## src/rtl/mlrf_ram.sv

```systemverilog
// ----------------------------------------------------------------------------
// mlrf_ram
// Generic simple dual-port RAM with one write port and a registered read.
// ----------------------------------------------------------------------------
module mlrf_ram #(
  parameter int WIDTH = 8,
  parameter int DEPTH = 16,
  parameter int AW    = 4
) (
  input  logic             clk,
  input  logic             we,
  input  logic [AW-1:0]    waddr,
  input  logic [WIDTH-1:0] wdata,
  input  logic [AW-1:0]    raddr,
  output logic [WIDTH-1:0] rdata
);

  logic [WIDTH-1:0] mem [DEPTH];
  logic [WIDTH-1:0] rdata_r;

  always_ff @(posedge clk) begin
    if (we) begin
      mem[waddr] <= wdata;
    end
    rdata_r <= mem[raddr];
  end

  assign rdata = rdata_r;

endmodule

```

## config.mk

```make
export PLATFORM = sky130hd
export DESIGN_NAME = mlrf_ram
export DESIGN_NICKNAME = d
export VERILOG_FILES = /design/src/rtl/mlrf_ram.sv
export SDC_FILE = /design/constraint.sdc
export NUM_CORES = 1
export LEC_CHECK = 0
export BUFFER_PORTS_ARGS = -buffer_cell sky130_fd_sc_hd__buf_2
export CAP_MARGIN = 40
export CORE_MARGIN = 4
export CORE_UTILIZATION = 45
export DETAILED_ROUTE_END_ITERATION = 12
export MAX_ROUTING_LAYER = met4
export PLACE_DENSITY_LB_ADDON = 0.3
export SETUP_SLACK_MARGIN = 0.02
export SYNTH_ARGS = -nofsm -noshare
export SYNTH_HDL_FRONTEND = slang
export SYNTH_SLANG_ARGS = --single-unit
```

## constraint.sdc

```tcl
create_clock -name clk -period 2 [get_ports clk]
set_clock_uncertainty 0.2 [all_clocks]
set_input_delay 0.3 -clock clk [delete_from_list [all_inputs] [get_ports clk]]
set_output_delay 0.3 -clock clk [all_outputs]
set_load 0.02 [all_outputs]
```

==> results.py <==
metrics = {
    "layout": {
        "num_antenna_cells": 0,
        "final_util_pct": 55.6,
        "fin_area_mm2": 0.00614,
        "final_nets": 303,
        "fillCellCount": 844,
        "drive_gt1_share_pct": 32.6,
        "area_delta_synth_final_pct": 19.2,
    },
    "logic_synthesis": {
        "async_flop_share_pct": 0,
        "synth_cells": 229,
        "synth.area.top_cells": "edfxtp_1, mux4_2, mux4_1",
        "synth_mux_area_share_pct": 15.0,
        "synth_area_per_cell_um2": 22.5,
        "synth_ff_type": "edfxtp_1",
        "synth_top_area_share_pct": 74.7,
        "yosysMostFrequentCell": "edfxtp_1",
        "synth_edf_count": 128,
        "ys_warn_count": 0,
        "synthAdderAreaFrac_pct": 0,
        "synth_area_mm2": 0.00515,
        "yosys-top-cells-count": "edfxtp_1, mux4_2, a22oi_1, mux4_1, nor2_1",
        "synth_cell_types": 19,
        "synth.largest_area_cell": "edfxtp_1",
        "synth-xor-area-share_pct": 0,
        "synth-compound-area-share_pct": 2.33,
        "synth_top_family_by_area": "multiplexers",
        "yosysSeqAreaShare_pct": 77.8,
        "synth-simple-area-share_pct": 3.18,
        "synthesis.nets": 247,
        "ys_ff_latch": 136,
    },
    "run_status": {
        "outcome": "complete, no violations",
    },
    "critical_path": {
        "critical_path_class": "reg -> reg",
        "endpoint_kind": "flip-flop",
        "cp.required_ns": 2.08,
        "critPathMaxStageDelay_ns": 0.46,
        "critPathMaxFanout": 1,
        "worstPathArrival_ns": 1.65,
        "worstPathCellList": "mux4_2 -> a22oi_1 -> nand2_1",
        "cp_slowest_cell": "mux4_2",
        "crit_path_start_kind": "flip-flop",
    },
    "die": {
        "die_h_um": 115,
        "rows": 38,
        "die_area_mm2": 0.0132,
        "die_w_um": 115,
        "core_mm2": 0.0110,
        "boundaryPins": 26,
        "initial_core_util_pct": 46.7,
    },
    "timing": {
        "tns_ns": 0,
        "fin_crit_sh_pct": 78.4,
        "rsz0062_at_grt": "no",
        "slew-limit-headroom_pct": 73.8,
        "setup_ws_ns": 0.432,
        "final-hold-violation-count": 0,
        "period_needed_ns": 1.57,
        "clock.fmax_ghz": 0.638,
        "worst_pin_slew_ns": 0.392,
        "finalMaxSlewViolations": 0,
        "setup_viol": 0,
    },
    "global_routing": {
        "grt_max_degree": 33,
        "grtUsageTotal_pct": 16.7,
        "grt_antenna_before_repair": 0,
        "gr-total-overflow": 0,
        "grt_pass1_wl_um": 15000,
        "grt_pass1_vias": 2402,
    },
    "min_path": {
        "hold_class": "in -> reg",
    },
    "placement": {
        "post_dp_cell_area_mm2": 0.00558,
        "place_ws_ns": 0.0294,
        "io_buffer_count": 25,
        "routabilityCongestion": 0.742,
        "dp_hpwl_um": 5990,
    },
    "clock_tree": {
        "clock_sink_count": 136,
        "cts-root-buf": "clkbuf_16",
        "cts_tree": "built",
        "ctsResizeCount": 0,
        "cts_buffers": 17,
        "post_cts_buffers": 0,
        "clock_path_buffers": 2,
        "clkTransAtPathRegs_ns": 0.06,
        "worst_skew_pair.late_latency_ns": 0.41,
        "hold_buffers": 0,
        "h-tree-depth": 4,
    },
    "drt": {
        "drt_wl_total_um": 9640,
        "wire_per_inst_um": 22.0,
        "wl_met3_um": 598,
        "ant_nets": 0,
        "top_layer_used": "met4",
        "wl_met1_um": 4080,
        "wl_met2_um": 4900,
        "route.detailed.drc": 0,
        "drtIter0Drc": 254,
        "first_pass_iters": 4,
        "num_vias": 2365,
        "viasPerCell": 5.40,
    },
    "power": {
        "power.leakage_nw": 2.09,
        "ir_worst_vdd_mv": 0.700,
        "power.density_mw_per_mm2": 1040,
    },
    "job": {
        "cap_violations": 0,
    },
}
==> layer usage <==
| metal | vias to the layer above | GRT usage [%] |
|---|---|---|
| li1 | 1088 | - |
| met1 | 1204 | 21.9 |
| met2 | 66 | 25.6 |
| met3 | 7 | 4.42 |
| met4 | 0 | 5.40 |
| met5 | - | - |
==> final cells by class <==
cell class	instances	area, um^2	share of cell area (%)
Multi-Input combinational cell	83	1060	17.3
Sequential cell	136	4000	65.3
Clock buffer	18	429	6.99
Timing Repair Buffer	47	340	5.55
Tap cell	140	175	2.85
Clock inverter	14	125	2.04
==> cell families (layout without fill, tap and decap cells) <==
kind of cell | after synthesis | after routing
flip-flops | 136 | 136
AND/OR/NAND/NOR | 35 | 35
AO/OA/AOI/OAI | 16 | 16
multiplexers | 32 | 32
buffers and inverters | 10 | 79
==> power breakdown <==
part	internal, mW	switching (mW)
Clock	1.71	1.16
Sequential	3.19	0.0183
Combinational	0.138	0.183
==> placed cells by master (no fill, tap or decap), types with 8 or more instances in the layout <==
| master | instances |
|---|---|
| a22oi_1 | 16 |
| mux4_2 | 18 |
| nor2_1 | 13 |
| buf_4 | 18 |
| buf_2 | 25 |
| nand2_1 | 9 |
| dfxtp_1 | 8 |
| edfxtp_1 | 128 |
| mux4_1 | 14 |
| clkbuf_16 | 17 |
==> path summary, 6_finish.rpt <==
check             start        end  slack [ns]  cells after the start
max reg2reg   mem[0][6]   rdata[6]        0.43                      3
max           mem[0][6]   rdata[6]        0.43                      3
min            wdata[6]  mem[6][6]        0.07                      1
min reg2reg  mem[11][1]   rdata[1]        0.47                      3
==> sequential cells by signal, indices dropped and copies added, names as in the netlist <==
register  cells
mem         128
rdata         8
==> critical path: cells and delay by family (launching register included) <==
kind	cells	cell delay [ns]
mux	1	0.46
compound gates	1	0.29
simple gates	1	0.12
flops	1	0.37
==> per-stage QoR <==
step / hold WS (ns) / total power, mW / instances
after floorplan: 0.199 / 3.44 / 229
after global placement: 0.447 / 3.59 / 406
after detailed placement: 0.458 / 3.59 / 406
after CTS: 0.0640 / 6.44 / 438
after global routing: 0.0725 / 6.62 / 438
final: 0.0688 / 6.39 / 438
Note: power is estimated with default switching activity, not from simulation.
