==> config.mk <==
export PLATFORM = sky130hd
export DESIGN_NAME = mlrf_ctrl
export DESIGN_NICKNAME = d
export VERILOG_FILES = /design/src/rtl/mlrf_pkg.sv /design/src/rtl/mlrf_ctrl.sv
export SDC_FILE = /design/constraint.sdc
export NUM_CORES = 1
export LEC_CHECK = 0
export BUFFER_PORTS_ARGS = -buffer_cell sky130_fd_sc_hd__buf_4
export CELL_PAD_IN_SITES_DETAIL_PLACEMENT = 0
export CELL_PAD_IN_SITES_GLOBAL_PLACEMENT = 1
export CORE_MARGIN = 5
export CORE_UTILIZATION = 40
export DETAILED_ROUTE_END_ITERATION = 7
export PLACE_DENSITY = 0.9
export SLEW_MARGIN = 20
export SYNTH_ARGS = -nofsm -noshare
export SYNTH_HDL_FRONTEND = slang
export SYNTH_SLANG_ARGS = --single-unit
==> constraint.sdc <==
create_clock -name clk -period 6.7 [get_ports clk]
set_input_delay 0 -clock clk [delete_from_list [all_inputs] [get_ports clk]]
set_output_delay 0 -clock clk [all_outputs]
set_load 0.01 [all_outputs]
==> src/rtl/mlrf_pkg.sv <==
// ----------------------------------------------------------------------------
// mlrf_pkg
// Shared types and constants of the memory LCD row update framer.
// ----------------------------------------------------------------------------
package mlrf_pkg;

  localparam logic [1:0] OP_WRITE = 2'd0;
  localparam logic [1:0] OP_ROW   = 2'd1;
  localparam logic [1:0] OP_CLEAR = 2'd2;

  localparam logic [7:0] CMD_WRITE  = 8'h01;
  localparam logic [7:0] CMD_CLEAR  = 8'h04;
  localparam logic [7:0] DUMMY_BYTE = 8'h00;

  typedef enum logic [3:0] {
    ST_IDLE,
    ST_CMD,
    ST_ADDR,
    ST_DATA,
    ST_DUMMY,
    ST_TAIL,
    ST_CLR_CMD,
    ST_CLR_END,
    ST_ERR
  } mlrf_state_t;

  typedef struct packed {
    logic       valid;
    logic [7:0] data;
    logic       eot;
    logic       bad;
  } mlrf_emit_t;

endpackage

==> src/rtl/mlrf_ctrl.sv <==
// ----------------------------------------------------------------------------
// mlrf_ctrl
// Request decoder and byte sequencer. Writes the frame store, tracks the
// open burst and walks one row of the store to build the update stream.
// ----------------------------------------------------------------------------
module mlrf_ctrl
  import mlrf_pkg::*;
#(
  parameter int LINES      = 168,
  parameter int LINE_BYTES = 18,
  parameter int AW         = 12
) (
  input  logic          clk,
  input  logic          rst_n,
  input  logic          in_valid,
  output logic          in_ready,
  input  logic [1:0]    in_op,
  input  logic [11:0]   in_store_address,
  input  logic [7:0]    in_store_data,
  input  logic [7:0]    in_gate_line,
  input  logic          in_final_row,
  input  logic          slot_free,
  output mlrf_emit_t    emit,
  output logic          ram_we,
  output logic [AW-1:0] ram_waddr,
  output logic [7:0]    ram_wdata,
  output logic [AW-1:0] ram_raddr,
  input  logic [7:0]    ram_rdata
);

  localparam int STORE_DEPTH = LINES * LINE_BYTES;
  localparam int CW          = $clog2(LINE_BYTES + 1);

  mlrf_state_t   state_r, state_nxt;
  logic          open_r, open_nxt;
  logic [7:0]    rows_r, rows_nxt;
  logic [7:0]    line_r, line_nxt;
  logic          final_r, final_nxt;
  logic [CW-1:0] col_r, col_nxt;
  logic [AW-1:0] rd_addr_r, rd_addr_nxt;

  logic          accept;
  logic          row_bad;
  logic          last_col;
  logic [AW-1:0] row_base;

  assign in_ready = (state_r == ST_IDLE);
  assign accept   = in_valid && in_ready;
  assign row_bad  = (in_gate_line == 8'd0) || (in_gate_line > 8'(LINES)) ||
                    (rows_r >= 8'(LINES));
  assign last_col = (col_r == CW'(LINE_BYTES - 1));
  assign row_base = AW'(32'(in_gate_line - 8'd1) * 32'(LINE_BYTES));

  assign ram_we    = accept && (in_op == OP_WRITE) &&
                     (32'(in_store_address) < 32'(STORE_DEPTH));
  assign ram_waddr = AW'(in_store_address);
  assign ram_wdata = in_store_data;
  assign ram_raddr = rd_addr_nxt;

  always_comb begin
    state_nxt = state_r;
    unique case (state_r)
      ST_IDLE: begin
        if (accept) begin
          if (in_op == OP_ROW) begin
            if (row_bad) begin
              state_nxt = ST_ERR;
            end else if (open_r) begin
              state_nxt = ST_ADDR;
            end else begin
              state_nxt = ST_CMD;
            end
          end else if (in_op == OP_CLEAR) begin
            state_nxt = ST_CLR_CMD;
          end
        end
      end
      ST_CMD:     if (slot_free) state_nxt = ST_ADDR;
      ST_ADDR:    if (slot_free) state_nxt = ST_DATA;
      ST_DATA:    if (slot_free && last_col) state_nxt = ST_DUMMY;
      ST_DUMMY:   if (slot_free) state_nxt = final_r ? ST_TAIL : ST_IDLE;
      ST_TAIL:    if (slot_free) state_nxt = ST_IDLE;
      ST_CLR_CMD: if (slot_free) state_nxt = ST_CLR_END;
      ST_CLR_END: if (slot_free) state_nxt = ST_IDLE;
      ST_ERR:     if (slot_free) state_nxt = ST_IDLE;
      default:    state_nxt = ST_IDLE;
    endcase
  end

  always_comb begin
    emit = '{valid: 1'b1, data: DUMMY_BYTE, eot: 1'b0, bad: 1'b0};
    unique case (state_r)
      ST_IDLE:    emit.valid = 1'b0;
      ST_CMD:     emit.data = CMD_WRITE;
      ST_ADDR:    emit.data = line_r;
      ST_DATA:    emit.data = ram_rdata;
      ST_DUMMY:   emit.data = DUMMY_BYTE;
      ST_TAIL:    emit.eot = 1'b1;
      ST_CLR_CMD: emit.data = CMD_CLEAR;
      ST_CLR_END: emit.eot = 1'b1;
      ST_ERR: begin
        emit.eot = 1'b1;
        emit.bad = 1'b1;
      end
      default:    emit.valid = 1'b0;
    endcase
  end

  always_comb begin
    open_nxt    = open_r;
    rows_nxt    = rows_r;
    line_nxt    = line_r;
    final_nxt   = final_r;
    col_nxt     = col_r;
    rd_addr_nxt = rd_addr_r;
    if (accept && (in_op == OP_ROW)) begin
      line_nxt    = in_gate_line;
      final_nxt   = in_final_row;
      col_nxt     = '0;
      rd_addr_nxt = row_base;
      if (row_bad || in_final_row) begin
        open_nxt = 1'b0;
        rows_nxt = '0;
      end else begin
        open_nxt = 1'b1;
        rows_nxt = (open_r ? rows_r : 8'd0) + 8'd1;
      end
    end else if (accept && (in_op == OP_CLEAR)) begin
      open_nxt = 1'b0;
      rows_nxt = '0;
    end else if ((state_r == ST_DATA) && slot_free) begin
      col_nxt     = col_r + CW'(1);
      rd_addr_nxt = rd_addr_r + AW'(1);
    end
  end

  always_ff @(posedge clk) begin
    if (!rst_n) begin
      state_r <= ST_IDLE;
      open_r  <= 1'b0;
      rows_r  <= '0;
    end else begin
      state_r <= state_nxt;
      open_r  <= open_nxt;
      rows_r  <= rows_nxt;
    end
    line_r    <= line_nxt;
    final_r   <= final_nxt;
    col_r     <= col_nxt;
    rd_addr_r <= rd_addr_nxt;
  end

endmodule
==> impl_metrics.csv, run 1 <==
group,metric,value,unit
status,status,"finished clean",
drt,drt-pass1-iter-count,4,
final_layout,area_growth,21.6,%
job,drv_cap,0,
clock_tree,cts-resized-gates,0,
die,fp.dieH,92.8,µm
timing,slew-limit-headroom,42.4,%
critical_path,cp_top_family,"adder cells",
logic_synthesis,synth_seq_cells,39,
critical_path,slowest_stage,"dlygate4sd3_1",
timing,period_needed,3.57,ns
logic_synthesis,yosys_warnings,0,
final_layout,fillers,673,
timing,finalSetupViolations,0,
placement,dpl_cell_area,3120,µm²
drt,ant_nets,0,
power,irDropWorstVdd,0.000192,V
logic_synthesis,synth_top_cell_by_area,"dfxtp_1",
logic_synthesis,synth_edf_count,9,
drt,drtIter0Drc,90,
die,dieWidth,92.8,µm
critical_path,worstSetupPathType,"in -> out",
timing,tightest_slew,0.864,ns
critical_path,start_kind,"input pin",
final_layout,drive_above_1_share,22.1,%
power,power.total,1.02,mW
clock_tree,postCtsSetupBuffers,0,
logic_synthesis,seq_area_frac_synth,31.8,%
clock_tree,cts_hold_buf,9,
final_layout,final_nets,437,
clock_tree,clk_latency,0.29,ns
power,p_per_area,306,nW/µm²
placement,port_buffers,63,
critical_path,r2r_start,"state_r[0]",
critical_path,timing.rr.end,"rd_addr_r[8]",
timing,max_freq,280,MHz
critical_path,critPathCaptureType,"primary output",
clock_tree,cts_max_level,2,
logic_synthesis,synthCells,325,
drt,wirelength,6460,µm
critical_path,path_cells,"dlygate4sd3_1, buf_4, inv_1, ha_1, nand2_1, xnor2_1, ha_1, ha_1, fa_1, a21o_1, a21oi_1, o21bai_1, a21oi_1, xnor2_1, o21ai_0, buf_4",
power,leakage,1.37,nW
die,ios,88,
logic_synthesis,synthArstFlopShare,0,%
drt,vias_per_cell,5.27,
timing,fin_hold_ws,0.00000389,ns
critical_path,worst-path-max-fanout,6,
critical_path,worstRegToRegCells,6,
critical_path,worstPathRequired,6.70,ns
drt,route.vias.total,2396,
die,initial_core_util,40.8,%
timing,finalMaxSlewViolations,0,
grt,grt_max_degree,30,
critical_path,critPathArrivalTime,3.57,ns
grt,antenna_found_initial,0,
clock_tree,cts-root-buf,"clkbuf_8",
grt,grt_pass1_wl,10900,µm
critical_path,cp_common_cell,"ha_1",
logic_synthesis,synth_nets,388,
logic_synthesis,synth_cell_types,59,
hold_path,hold_class,"in -> out",
logic_synthesis,synth_top_area_share,21.9,%
die,core-area,6720,µm²
final_layout,n_antenna_cell,0,
final_layout,fin_area,3330,µm²
placement,routabilityCongestion,0.797,
final_layout,final_util,49.6,%
die,dieArea,8610,µm²
critical_path,cp.buffers_inverters,4,
logic_synthesis,synth_ff_type,"dfxtp_1",
hold_path,whs_endpoint,"ram_waddr[1]",
critical_path,ff2ff_setup_slack,3.96,ns
grt,grt_use_total,15.5,%
final_layout,final_common_cell,"buf_4",
hold_path,hold_path_depth,0,
hold_path,hp-start,"in_store_address[1]",
clock_tree,numCtsBuffers,5,
logic_synthesis,synth_area_per_cell,8.44,µm²
timing,skew,0.00865,ns
logic_synthesis,syn_area,2740,µm²
clock_tree,clock_path_buffers,2,
die,rows,30,
timing,rsz0062_at_grt,"false",
grt,grt-ovfl-total,0,
placement,hpwl,5090,µm
clock_tree,cts_tree,"yes",
final_layout,layout_common_cells,"63 x buf_4, 38 x nand2_1, 33 x nor2_1, 30 x dfxtp_1, 19 x ha_1",
drt,drc,0,
clock_tree,cts_sinks,39,
grt,grt_pass1_vias,2417,
critical_path,critPathMaxStageDelay,0.54,ns
drt,routedWlPerCell,14.2,µm
timing,final.period_utilization,53.3,%
timing,timing.setup.tns,0,ns
logic_synthesis,synthTopCellsByArea,"dfxtp_1 22%, edfxtp_1 9.9%, ha_1 8.7%",
timing,final-hold-violation-count,0,
## worst register-to-register path, cell delays in order, from the launching register on
cell and delay, ns:
dfxtp_1 0.57, or4_4 0.67, nor2_4 0.16, nand2_2 0.15, inv_1 0.67, o21ai_0 0.18
o21ai_0 0.24
## final cells by class
class / count / area [µm²] / share of cell area (%)
sequential: 39 / 871 / 26.1
clock buffer: 7 / 97.6 / 2.93
tap: 80 / 100 / 3.00
multi-input combinational: 242 / 1620 / 48.6
inverter: 14 / 52.6 / 1.58
clock inverter: 1 / 30.0 / 0.901
timing repair buffer: 72 / 563 / 16.9
## kinds of logic (layout without fill, tap and decap cells)
logic type	count (synthesis)	count (layout)	share of synthesized area (%)
compound gates	60	60	14.9
xor+xnor	29	29	9.26
fa+ha+maj	20	20	9.40
buf+inv	44	94	9.17
flops	39	39	31.8
mux	7	7	2.60
simple gates	126	126	22.9
## power by group
group / leakage [nW] / switching (mW) / internal, mW / total (mW)
clock network: 0.0636 / 0.0826 / 0.134 / 0.216
registers: 0.328 / 0.0728 / 0.296 / 0.369
logic: 0.979 / 0.223 / 0.211 / 0.434
## routing by layer
layer  global-route usage [%]  up-vias  routed length (µm)  part of all wire [%]
met3                     3.90        4                 396                   6.1
met5                        0        -                   0                     0
li1                         -     1231                   -                     -
met4                     5.98        0                  51                  0.79
met2                     27.8       56                3220                    50
met1                     17.6     1105                2790                    43
## Yosys cell counts, types with 2 or more instances
cell       n
ha_1      19
or2_2      2
nand3b_1   2
and2_1     3
o21a_1     3
or4_4      2
nor4_1     5
nor3_1     8
or4_1      3
a21o_1     2
nand2b_1   3
xor2_1    13
clkbuf_1   5
nor2_1    33
xnor2_1   16
o21bai_1   4
o21ai_0   17
nand4_1    7
mux2i_1    6
a211oi_1   3
a22oi_1    4
edfxtp_1   9
a21oi_1   14
buf_2      3
buf_4     20
dfxtp_1   30
nand2_1   38
inv_1     13
nand3_1    8
## sequential cells by signal (all words and copies together) (netlist names)
name       count
state_r        4
open_r         1
rd_addr_r     12
final_r        1
line_r         8
rows_r         8
col_r          5
## worst max-delay path by stage
stage / start / to / slack [ns] / depth (start not counted)
CTS: in_gate_line[0] / ram_raddr[11] / 3.16 / 16
floorplan: in_gate_line[1] / rd_addr_r[11] / 4.09 / 11
global placement: in_gate_line[0] / ram_raddr[11] / 3.83 / 15
detailed placement: in_gate_line[0] / ram_raddr[11] / 3.74 / 15
finish: in_gate_line[0] / ram_raddr[11] / 3.13 / 16
global route: in_gate_line[0] / ram_raddr[11] / 2.81 / 16
## per-stage QoR
step	setup slack, ns	instances
finish	3.13	455
global route	2.81	455
CTS	3.16	455
detailed placement	3.74	438
global placement	3.83	438
floorplan	4.09	325
No activity file was read; power rests on OpenSTA's default activity.
==> run 2: changes to the inputs <==
ABC_AREA = 1   (was not set)
CORE_UTILIZATION = 37   (was 40)
PLACE_DENSITY = 0.85   (was 0.9)
clock period = 3.5 ns   (was 6.7 ns; I/O delays follow)
==> run 2 against run 1 <==
Utilization decreased by 3.5 points. Sequential share of layout area is 1.9 points lower. Critical path type unchanged. Largest power group unchanged. Critical path depth fell by 2. Largest cell class unchanged. Power rose by 100%.
==> impl_metrics.csv, run 2 <==
group,metric,value,unit
timing,finalSetupViolations,0,
job,drv_cap,0,
final_layout,area_growth,19.9,%
clock_tree,cts-root-buf,"clkbuf_8",
status,status,"finished clean",
final_layout,drive_above_1_share,21.1,%
drt,route.vias.total,2807,
placement,routabilityCongestion,0.820,
critical_path,r2r_start,"open_r",
grt,use_met2,24.6,%
die,dieArea,10000,µm²
timing,finalMaxSlewViolations,0,
logic_synthesis,synthTopCellsByArea,"dfxtp_1 20%, nand2_1 13%, edfxtp_1 9.0%",
logic_synthesis,synth_seq_cells,39,
critical_path,critPathArrivalTime,3.00,ns
logic_synthesis,synth_top_cell_by_area,"dfxtp_1",
critical_path,worstRegToRegCells,12,
timing,tightest_slew,0.497,ns
logic_synthesis,synthCells,418,
logic_synthesis,synth_cell_types,38,
grt,antenna_found_initial,0,
grt,grt_use_total,14.3,%
drt,wirelength,7100,µm
grt,grt_pass1_wl,11800,µm
drt,drc,0,
logic_synthesis,synth_nets,481,
logic_synthesis,seq_area_frac_synth,29.0,%
hold_path,hold_class,"in -> out",
final_layout,layout_common_cells,"102 x nand2_1, 63 x buf_4, 47 x inv_1, 35 x nand3_1, 30 x dfxtp_1",
final_layout,fillers,806,
timing,max_freq,333,MHz
placement,placedCellCount,555,
grt,use_met1,18.3,%
timing,final.period_utilization,85.8,%
placement,post-place-ws,1.04,ns
placement,port_buffers,63,
logic_synthesis,synthArstFlopShare,0,%
clock_tree,clock_path_buffers,2,
logic_synthesis,syn_area,3000,µm²
drt,drt-pass1-iter-count,4,
final_layout,n_antenna_cell,0,
final_layout,largest_register,"rd_addr_r",
logic_synthesis,synth_ff_type,"dfxtp_1",
timing,skew,0.0105,ns
critical_path,worst-path-max-fanout,4,
logic_synthesis,ys_top_cells_by_count,"102 x nand2_1, 47 x inv_1, 35 x nand3_1, 30 x dfxtp_1, 26 x nor2_1",
drt,routedWlPerCell,12.4,µm
grt,grt_pass1_vias,2662,
critical_path,start_kind,"input pin",
grt,top_usage_layer,"met2",
logic_synthesis,synth_area_per_cell,7.19,µm²
die,dieWidth,100,µm
timing,slew-limit-headroom,66.8,%
clock_tree,clk_latency,0.29,ns
critical_path,worstPathRequired,3.50,ns
timing,period_needed,3.00,ns
clock_tree,cts_max_level,2,
timing,timing.setup.tns,0,ns
timing,fin_ws,0.495,ns
final_layout,final_util,46.1,%
final_layout,final_nets,532,
timing,final-hold-violation-count,0,
final_layout,final_common_cell,"nand2_1",
die,initial_core_util,38.5,%
hold_path,hold_path_depth,0,
clock_tree,cts_tree,"yes",
power,irDropWorstVdd,0.000380,V
grt,grt_max_degree,26,
grt,grt.met3_usage,3.61,%
critical_path,startpoint,"in_gate_line[0]",
final_layout,largest_register_ffs,12,
critical_path,worstSetupPathType,"in -> out",
clock_tree,cts_sinks,39,
logic_synthesis,yosysMostFrequentCell,"nand2_1",
drt,vias_per_cell,4.91,
logic_synthesis,yosys_warnings,0,
final_layout,largest_registers,"rd_addr_r: 12 flops, line_r: 8 flops, rows_r: 8 flops",
die,fp.dieH,100,µm
grt,grt-ovfl-total,0,
drt,ant_nets,0,
drt,drtIter0Drc,92,
final_layout,final_cells,572,
logic_synthesis,synth_top_area_share,20.0,%
critical_path,critPathCaptureType,"primary output",
timing,rsz0062_at_grt,"false",
die,core-area,7810,µm²
clock_tree,numCtsBuffers,5,
die,rows,32,
placement,hpwl,5600,µm
logic_synthesis,synth_edf_count,9,
power,p_per_area,580,nW/µm²
hold_path,hp-start,"in_store_address[1]",
clock_tree,cts-resized-gates,0,
power,leakage,1.72,nW
die,ios,88,
run 2: cell types whose count changed after synthesis, moves of 5 or more:
| cell | previous run | this run |
|---|---|---|
| mux2i_1 | 6 | 0 |
| nor2_2 | 1 | 9 |
| xnor2_1 | 16 | 7 |
| inv_1 | 13 | 47 |
| nand2_1 | 38 | 102 |
| a22o_1 | 0 | 6 |
| o21ai_0 | 17 | 10 |
| nor4_1 | 5 | 0 |
| nand3_1 | 8 | 35 |
| nor2_1 | 33 | 26 |
| a21oi_1 | 14 | 23 |
run 2: worst paths after layout:
path / to / slack (ns)
worst max-delay path: ram_raddr[9] / 0.50
worst max register to register: rows_r[6] / 1.73
worst min-delay path: ram_waddr[1] / 0.000004
worst min register to register: rows_r[0] / 0.47
run 2: area by class of cell:
class,count,area [µm²],area share (%)
multi-input cells,299,1720,47.8
inverters,52,198,5.49
flip-flops and latches,39,871,24.2
clock buffers,8,123,3.40
repair buffers,72,563,15.6
well taps,102,128,3.54
run 2: routing by layer:
layer / share of wire [%] / routed length (µm)
met1: 46 / 3270
met2: 47 / 3360
met3: 6.4 / 457
met4: 0.20 / 14
met5: 0 / 0
run 2: worst max-delay path, stage by stage:
cell and delay (ns):
dlygate4sd3_1 0.53, buf_4 0.15, inv_1 0.11, ha_1 0.22
nand2_1 0.14, xnor2_1 0.24, ha_1 0.27, ha_1 0.24
fa_1 0.43, a31oi_1 0.23, xnor2_1 0.16, nand2_1 0.07
nand2_1 0.08, buf_4 0.12
run 2: timing repair:
item                                   in CTS  in global routing
buffers inserted                            0                  0
hold buffers                                9                  0
endpoints found under the hold margin      10                  0
run 2: metrics by stage:
step	power (mW)	instance area [µm²]	hold slack, ns
2_1_floorplan	1.35	3000	0.0918
3_3_place_gp	1.69	3390	0.0000686
3_5_place_dp	1.70	3390	0.0000686
4_1_cts	2.11	3600	0.0000686
5_1_grt	2.25	3600	0.0000151
6_report	2.09	3600	0.00000443
run 2: kinds of logic (layout without fill, tap and decap cells):
logic type / Yosys count / count (layout) / synth area share [%]
AO/OA/AOI/OAI: 56 / 56 / 11.2
XOR/XNOR: 18 / 18 / 5.25
adder cells (fa/ha/maj): 20 / 20 / 8.58
buffers and inverters: 80 / 132 / 13.7
flip-flops: 39 / 39 / 29.0
AND/OR/NAND/NOR: 205 / 205 / 32.3
run 2: power breakdown:
| part | internal (mW) | switching [mW] | leakage [nW] | total [mW] |
|---|---|---|---|---|
| combinational | 0.439 | 0.575 | 1.33 | 1.01 |
| clock | 0.228 | 0.162 | 0.0618 | 0.390 |
| sequential | 0.572 | 0.114 | 0.328 | 0.686 |
| total | 1.24 | 0.850 | 1.72 | 2.09 |
==> run 3: changes to the inputs <==
clock period = 3.2 ns   (was 3.5 ns; I/O delays follow)
==> run 3 against run 2 <==
Sequential share of layout area unchanged. Sequential power up 9.2%. Clock skew down 0.0022 ns. Clock power up 10%. Register-to-register slack worse by 0.27 ns. Routed wire length up 0.61%. Combinational power up 9.9%. Non-clock buffer count unchanged. Final area unchanged. Global-route usage down 0.15 points. Via count down 1.7%. Critical path type unchanged. Largest power group unchanged.
==> impl_metrics.csv, run 3 (synthesis results as in run 2) <==
group,metric,value,unit
power,leakage,1.72,nW
critical_path,slowest_stage,"dlygate4sd3_1",
timing,fin_ws,0.230,ns
final_layout,final_common_cell,"nand2_1",
die,dieWidth,100,µm
critical_path,cp.buffers_inverters,4,
critical_path,critPathArrivalTime,2.97,ns
clock_tree,numCtsBuffers,5,
placement,dpl_cell_area,3390,µm²
critical_path,cp_top_family,"adder cells",
power,p_int,1.35,mW
critical_path,critPathCaptureType,"primary output",
drt,vias_per_cell,4.82,
clock_tree,cts_max_level,2,
power,pwr-share-comb,48.5,%
final_layout,drive_above_1_share,21.1,%
timing,final.period_utilization,92.8,%
drt,ant_nets,0,
clock_tree,clock_path_buffers,2,
clock_tree,cts_sinks,39,
timing,slew-limit-headroom,66.8,%
final_layout,final_nets,532,
status,status,"finished clean",
die,initial_core_util,38.5,%
clock_tree,cts_tree,"yes",
die,rows,32,
drt,routedWlPerCell,12.5,µm
final_layout,multiInputGateArea,1720,µm²
final_layout,layout_common_cells,"102 x nand2_1, 63 x buf_4, 47 x inv_1, 35 x nand3_1, 30 x dfxtp_1",
final_layout,seqCellArea,871,µm²
grt,grt_pass1_vias,2564,
hold_path,hold_path_depth,0,
timing,timing.setup.tns,0,ns
timing,finalSetupViolations,0,
drt,drt-pass1-iter-count,4,
die,fp.dieH,100,µm
critical_path,worst-path-max-fanout,4,
final_layout,largest_registers,"rd_addr_r: 12 flops, line_r: 8 flops, rows_r: 8 flops",
timing,rsz0062_at_grt,"false",
timing,period_needed,2.97,ns
power,p_per_area,635,nW/µm²
power,irDropWorstVdd,0.000509,V
final_layout,area_growth,19.9,%
final_layout,n_antenna_cell,0,
grt,grt-ovfl-total,0,
critical_path,worstSetupPathType,"in -> out",
grt,antenna_found_initial,0,
timing,finalMaxSlewViolations,0,
placement,port_buffers,63,
die,ios,88,
critical_path,worstRegToRegCells,6,
die,dieArea,10000,µm²
placement,routabilityCongestion,0.823,
final_layout,largest_register,"rd_addr_r",
final_layout,fin_area,3600,µm²
critical_path,path_depth,14,
placement,post-place-ws,0.773,ns
power,p_clk_share,18.8,%
timing,skew,0.00827,ns
clock_tree,cts-root-buf,"clkbuf_8",
final_layout,largest_register_ffs,12,
critical_path,ff2ff_setup_slack,1.46,ns
power,switchingPower,0.932,mW
critical_path,critPathMaxStageDelay,0.53,ns
power,power.total,2.29,mW
final_layout,fillers,806,
drt,route.vias.total,2759,
critical_path,worstPathRequired,3.20,ns
drt,drtIter0Drc,81,
critical_path,path_cells,"dlygate4sd3_1, buf_4, inv_1, ha_1, nand2_1, xnor2_1, ha_1, ha_1, fa_1, a31oi_1, xnor2_1, nand2_1, nand2_1, buf_4",
die,core-area,7810,µm²
clock_tree,clk_latency,0.29,ns
clock_tree,cts-resized-gates,0,
drt,drc,0,
grt,grt_pass1_wl,11600,µm
power,p_sw_share,40.8,%
timing,max_freq,337,MHz
drt,wirelength,7140,µm
timing,final-hold-violation-count,0,
grt,grt_max_degree,26,
hold_path,hold_class,"in -> out",
timing,tightest_slew,0.497,ns
grt,grt_use_total,14.2,%
timing,fin_hold_ws,0.00000443,ns
job,drv_cap,0,
critical_path,start_kind,"input pin",
placement,hpwl,5570,µm
power,power.share.sequential,32.8,%
-- run 3: cell counts in the layout (fill, tap and decap cells not counted) --
Identical to the previous run, type by type.
-- run 3: repair_timing --
action	in CTS	in global routing
buffers inserted	0	0
hold endpoints to repair	10	0
hold buffers	9	0
-- run 3: final cells by class --
class | count | share of cell area, %
clock buffer | 8 | 3.40
inverter | 52 | 5.49
multi-input combinational | 299 | 47.8
sequential | 39 | 24.2
tap | 102 | 3.54
timing repair buffer | 72 | 15.6
-- run 3: path summary, 6_finish.rpt --
kind,startpoint,to
setup / recovery,in_gate_line[0],ram_raddr[9]
hold reg to reg,rows_r[0],rows_r[0]
hold / removal,in_store_address[1],ram_waddr[1]
setup reg to reg,state_r[3],rd_addr_r[4]
-- run 3: worst register-to-register path, stage by stage (launching register included) --
cell     delay [ns]
dfxtp_1        0.38
nor2_4         0.19
nand3_2        0.11
nor2_2         0.42
nand4_1        0.17
xor2_1         0.18
o21ai_1        0.19
-- run 3: power by group through the flow --
stage	sequential [mW]	clock, mW	combinational [mW]
6_report	0.749	0.429	1.11
2_1_floorplan	0.714	0	0.763
3_3_place_gp	0.754	0	1.10
3_5_place_dp	0.759	0	1.10
4_1_cts	0.748	0.442	1.12
5_1_grt	0.767	0.454	1.23
-- run 3: layer usage --
layer	global-route usage, %	wire length (µm)	vias up
li1	-	-	1452
met1	18.0	3320	1241
met2	24.3	3330	58
met3	3.47	431	8
met4	3.21	64	0
met5	0	0	-
-- run 3: through the flow --
step                utilization (%)  instances
finish                         46.1        572
global route                   46.1        572
CTS                            46.1        572
detailed placement             43.4        555
global placement               43.4        555
floorplan                         -        418
